$ cat config.mk
export PLATFORM = sky130hd
export DESIGN_NAME = pal_ctrl
export DESIGN_NICKNAME = d
export VERILOG_FILES = /design/src/rtl/core/pal_pkg.sv /design/src/rtl/core/pal_ctrl.sv
export SDC_FILE = /design/constraint.sdc
export NUM_CORES = 1
export LEC_CHECK = 0
export BUFFER_PORTS_ARGS = -buffer_cell sky130_fd_sc_hd__buf_2
export CORE_UTILIZATION = 40
export CTS_CLUSTER_DIAMETER = 150
export DETAILED_ROUTE_END_ITERATION = 8
export PLACE_DENSITY = 0.64
export SYNTH_ARGS = -nofsm -noshare
export SYNTH_HDL_FRONTEND = slang
export SYNTH_SLANG_ARGS = --single-unit
$ cat constraint.sdc
create_clock -name clk -period 1.5 [get_ports clk]
set_input_delay 0.3 -clock clk [delete_from_list [all_inputs] [get_ports clk]]
set_output_delay 0.3 -clock clk [all_outputs]
set_load 0.1 [all_outputs]
$ cat src/rtl/core/pal_pkg.sv
// shared types and constants of the preferential attachment linker
`default_nettype none

package pal_pkg;

  // field widths
  localparam int FRAC_W = 16;
  localparam int NODE_W = 11;
  localparam int IDX_W  = 10;
  localparam int DEG_W  = 10;
  localparam int SUM_W  = 11;
  localparam int STAT_W = 2;
  localparam int PROD_W = FRAC_W + SUM_W;

  // largest table that a node index can address
  localparam int TABLE_MAX = 1024;

  // reset value of the node count register
  localparam logic [NODE_W-1:0] NODE_COUNT_RST = NODE_W'(1024);

  // first edge: nodes 0 and 1 with degree one each
  localparam logic [NODE_W-1:0] FIRST_NEXT = NODE_W'(2);
  localparam logic [SUM_W-1:0]  FIRST_SUM  = SUM_W'(2);

  // item kinds
  localparam logic KIND_ADD     = 1'b0;
  localparam logic KIND_RESTART = 1'b1;

  // result status codes
  localparam logic [STAT_W-1:0] ST_ADDED     = 2'd0;
  localparam logic [STAT_W-1:0] ST_FULL      = 2'd1;
  localparam logic [STAT_W-1:0] ST_RESTARTED = 2'd2;

  // degree table write source
  typedef enum logic [2:0] {
    WR_NONE,
    WR_INIT0,
    WR_INIT1,
    WR_PICK,
    WR_FRESH
  } wr_sel_t;

  // which result to load into the output register
  typedef enum logic [1:0] {
    RES_ADD,
    RES_FULL,
    RES_RESTART
  } res_sel_t;

  // controller to datapath
  typedef struct packed {
    logic     capture;
    logic     init;
    logic     mul;
    logic     walk;
    logic     grow;
    wr_sel_t  wr_sel;
    logic     res_load;
    res_sel_t res_sel;
  } cmd_t;

  // datapath to controller
  typedef struct packed {
    logic is_restart;
    logic full;
    logic hit;
  } sts_t;

endpackage

`default_nettype wire

$ cat src/rtl/core/pal_ctrl.sv
// controller state machine of the linker
`default_nettype none

module pal_ctrl (
  input  wire logic          clk,
  input  wire logic          rst_n,
  input  wire logic          in_valid,
  output      logic          in_ready,
  output      logic          out_valid,
  input  wire logic          out_ready,
  input  wire pal_pkg::sts_t sts,
  output      pal_pkg::cmd_t cmd
);

  typedef enum logic [3:0] {
    S_BOOT0,
    S_BOOT1,
    S_IDLE,
    S_CHECK,
    S_CLR0,
    S_CLR1,
    S_MUL,
    S_WALK,
    S_WR_PICK,
    S_WR_FRESH,
    S_DONE
  } state_t;

  state_t            state_r, state_nxt;
  logic              out_valid_r, out_valid_nxt;
  pal_pkg::res_sel_t res_sel_r, res_sel_nxt;

  assign in_ready  = (state_r == S_IDLE);
  assign out_valid = out_valid_r;

  // next state, commands and result handshake
  always_comb begin
    state_nxt     = state_r;
    res_sel_nxt   = res_sel_r;
    out_valid_nxt = out_valid_r;
    if (out_valid_r && out_ready) begin
      out_valid_nxt = 1'b0;
    end
    cmd          = '0;
    cmd.wr_sel   = pal_pkg::WR_NONE;
    cmd.res_sel  = res_sel_r;
    unique case (state_r)
      S_BOOT0: begin
        cmd.init   = 1'b1;
        cmd.wr_sel = pal_pkg::WR_INIT0;
        state_nxt  = S_BOOT1;
      end
      S_BOOT1: begin
        cmd.wr_sel = pal_pkg::WR_INIT1;
        state_nxt  = S_IDLE;
      end
      S_IDLE: begin
        cmd.capture = in_valid;
        if (in_valid) begin
          state_nxt = S_CHECK;
        end
      end
      S_CHECK: begin
        if (sts.is_restart) begin
          res_sel_nxt = pal_pkg::RES_RESTART;
          state_nxt   = S_CLR0;
        end else if (sts.full) begin
          res_sel_nxt = pal_pkg::RES_FULL;
          state_nxt   = S_DONE;
        end else begin
          res_sel_nxt = pal_pkg::RES_ADD;
          state_nxt   = S_MUL;
        end
      end
      S_CLR0: begin
        cmd.init   = 1'b1;
        cmd.wr_sel = pal_pkg::WR_INIT0;
        state_nxt  = S_CLR1;
      end
      S_CLR1: begin
        cmd.wr_sel = pal_pkg::WR_INIT1;
        state_nxt  = S_DONE;
      end
      S_MUL: begin
        cmd.mul   = 1'b1;
        state_nxt = S_WALK;
      end
      S_WALK: begin
        cmd.walk = 1'b1;
        if (sts.hit) begin
          state_nxt = S_WR_PICK;
        end
      end
      S_WR_PICK: begin
        cmd.wr_sel = pal_pkg::WR_PICK;
        state_nxt  = S_WR_FRESH;
      end
      S_WR_FRESH: begin
        cmd.wr_sel = pal_pkg::WR_FRESH;
        cmd.grow   = 1'b1;
        state_nxt  = S_DONE;
      end
      S_DONE: begin
        if (!out_valid_r || out_ready) begin
          cmd.res_load  = 1'b1;
          out_valid_nxt = 1'b1;
          state_nxt     = S_IDLE;
        end
      end
      default: begin
        state_nxt = S_IDLE;
      end
    endcase
  end

  // state and registered outputs
  always_ff @(posedge clk) begin
    if (!rst_n) begin
      state_r     <= S_BOOT0;
      out_valid_r <= 1'b0;
      res_sel_r   <= pal_pkg::RES_ADD;
    end else begin
      state_r     <= state_nxt;
      out_valid_r <= out_valid_nxt;
      res_sel_r   <= res_sel_nxt;
    end
  end

endmodule

`default_nettype wire

==> out/metrics.csv <==
metric,value,unit
Post-Route WL,1.48,mm
critical path capture point type,output port,
final instance area,1030,um^2
Leak,0.414,nW
TritonCTS Buffers,3,
# fillers,63,
YS warnings,0,
cells on worst reg2reg path,6,
vias,611,
post-route ant nets,0,
outcome,"finished, violations left",
flop-to-flop setup slack,-0.02,ns
setup ws final,-0.153,ns
min Tclk post-route,1.65,ns
crit-path max cell delay,0.34,ns
highest clock rate,0.605,GHz
Initial Util,46.3,%
clock share of power,14.2,%
hold path depth,2,
synthesized flop and latch total,7,
violated checks,setup timing,
Yosys top cell by area,dfxtp_1,
Worst Setup SP,state_r[2],
VDD IR max,776,uV
vias in the first global route,472,
drc violations,0,
I/O pin cnt,20,
Final period util,110,%
worst slew pin tran,0.485,ns
CP Launch Type,register,
FP Rows,12,
crit path DAT,1.35,ns
Final nets,105,
clk_skew,0.000899,ns
CTS root buffer,clkbuf_4,
initial drt markers,12,
maximum fanout along the worst path,5,
clock slew at reported path FFs,0.05,ns
synthesized area,549,um^2
Synth async-reset ratio,0,%
Placer Congestion,0.782,
Mean Syn Cell Area,8.45,um^2
CP Data Required Time,1.20,ns
Yosys cell types,32,
ys flop type,dfxtp_1,
Register Area,151,um^2
critical path capture point,cmd[4],
gr ovfl total,0,
CTS tree,done,
Multi-input gate area,469,um^2
total of max-cap violations,0,
"Hold Vio Cnt, Final",0,
Int Pwr,637,uW
Worst Path Buf+Inv,1,
switching fraction of total power,47.7,%
full die area,1530,um^2
fraction of layout cells with a size suffix above 1,61.9,%
core area,1190,um^2
DR pass1 iterations,4,
clock tree buffer depth,2,
Synth top area share,25.5,%
PortBufs,19,
RSZ-0062 raised after global routing,yes,
cell chain of the critical path,"and2b_2, nand2_1, a21oi_2, buf_12",
area grow syn2layout,87.5,%
worst-skew pair later-pin latency,0.25,ns
reg2reg start,state_r[1],
pin count of the biggest net entering global routing,14,
PwrDens,1180,nW/um^2
DP Worst Slack,0.0765,ns
Min Hold Slack,0.328,ns
critical path's slowest cell,dfxtp_2,
WP depth,4,
gr usage total,19.3,%
routed len/inst,13.3,um
"Seq/Total Area, Yosys",25.5,%
global-route wire length before repair,1.97,mm
Num Clock Sinks,7,
Hold WC Path Type,primary input to register,
Ant. Diodes,0,
setup violators final,10,
sw power,580,uW
max-slew violation count,0,
FF-to-FF End,state_r[3],
Seq pwr share,20.5,%
Synth Instances,65,
width of the die,39.1,um
HPWL after detailed placement,925,um
Slew Limit Headroom,67.9,%
Synth area leaders,"dfxtp_1 26%, nor3b_1 6.8%, nor2b_1 5.7%, clkbuf_8 5.0%, o21a_1 4.1%",
initial antenna violation count,0,
syn_nets,72,
# H-tree levels,1,
combinational power share,65.3,%
vias per std cell,5.50,
dpl cell area,892,um^2
kind of critical path,register to output port,
die height,39.1,um
crit-path leading delay family,simple AND/OR/NAND/NOR gates,
Post-synth EDFFs,0,
-- layout by cell type (no fill, tap or decap), drive strengths merged, types with 2 or more instances in the layout --
cell    Yosys  routed
nor2        2       2
a211oi      2       2
o21ai       3       3
mux2i       2       2
a21oi       3       3
dfxtp       7       7
nand3       2       2
buf         2      33
or2b        3       3
nor2b       5       5
nor3b       5       5
nand2       5       5
nor3        4       4
clkbuf      3       4
o21a        3       3
o31a        2       2
-- worst min path at each step --
stage,from,slack (ns),to
2_1_floorplan,rst_n,0.42,state_r[0]
3_3_place_gp,res_sel_r[1],0.49,res_sel_r[1]
3_5_place_dp,res_sel_r[1],0.50,res_sel_r[1]
4_1_cts,rst_n,0.32,state_r[0]
5_1_grt,rst_n,0.33,state_r[1]
6_report,rst_n,0.33,state_r[0]
-- timing repair --
item                                    in CTS  in global routing
pin swaps                                    3                  3
resized for setup                           10                  5
setup buffers                                3                  4
hold endpoints to repair                     0                  0
hold buffers                                 0                  0
endpoints found under the setup margin      10                 11
-- stage by stage --
step                      util, %  power (mW)  std cells  TNS (ns)
final                        86.8        1.22        111     -1.02
after global routing         86.8        1.26        111     -1.44
after detailed placement     75.2       0.944        100         0
after floorplan                 -       0.771         65     -4.77
after CTS                    83.4        1.18        107    -0.875
after global placement       75.2       0.938        100         0
-- logic make-up (layout without fill, tap and decap cells) --
kind of cell    after synthesis  in the layout  synth area share [%]
mux                           3              3                  5.69
flops                         7              7                  25.5
buf+inv                       6             38                  9.79
compound gates               17             17                  21.2
simple gates                 32             32                  37.8
-- layer usage --
metal / vias to the layer above / global-route usage [%] / wire [um]
met5: - / 0 / 0
met4: 0 / 10.3 / 59
met3: 7 / 3.47 / 54
met2: 24 / 34.6 / 714
met1: 283 / 21.1 / 647
li1: 297 / - / -
-- cell usage after synthesis, types with 2 or more instances --
| library cell | instances |
|---|---|
| o21a_1 | 3 |
| nand2_1 | 4 |
| o21ai_0 | 3 |
| mux2i_1 | 2 |
| nor3_1 | 4 |
| or2b_2 | 2 |
| nor2b_1 | 5 |
| clkbuf_8 | 2 |
| nor3b_1 | 5 |
| dfxtp_1 | 7 |
| nor2_1 | 2 |
| a211oi_1 | 2 |
| a21oi_1 | 3 |
| nand3_1 | 2 |
| o31a_1 | 2 |
-- cell type report --
class	count	share of cell area, %
Sequential cell	7	14.7
Tap cell	14	1.70
Timing Repair Buffer	33	34.8
Multi-Input combinational cell	52	45.6
Inverter	1	0.729
Clock buffer	4	2.55
-- power groups by stage --
stage          logic (mW)  clock network, mW  registers, mW
6_report            0.795              0.173          0.249
5_1_grt             0.824              0.187          0.253
4_1_cts             0.742              0.177          0.256
3_5_place_dp        0.689                  0          0.255
3_3_place_gp        0.684                  0          0.254
2_1_floorplan       0.527                  0          0.244
-- sequential cells by signal, summed over array words and instances, names as in the netlist --
signal,cells
res_sel_r,2
state_r,4
out_valid,1
-- worst reg2reg max path, delay by kind of cell (launching register included) --
family	cells	cell delay, ns
simple gates	1	0.43
buf+inv	2	0.24
flops	1	0.42
compound gates	3	0.32
Note: power is estimated with default switching activity, not from simulation.
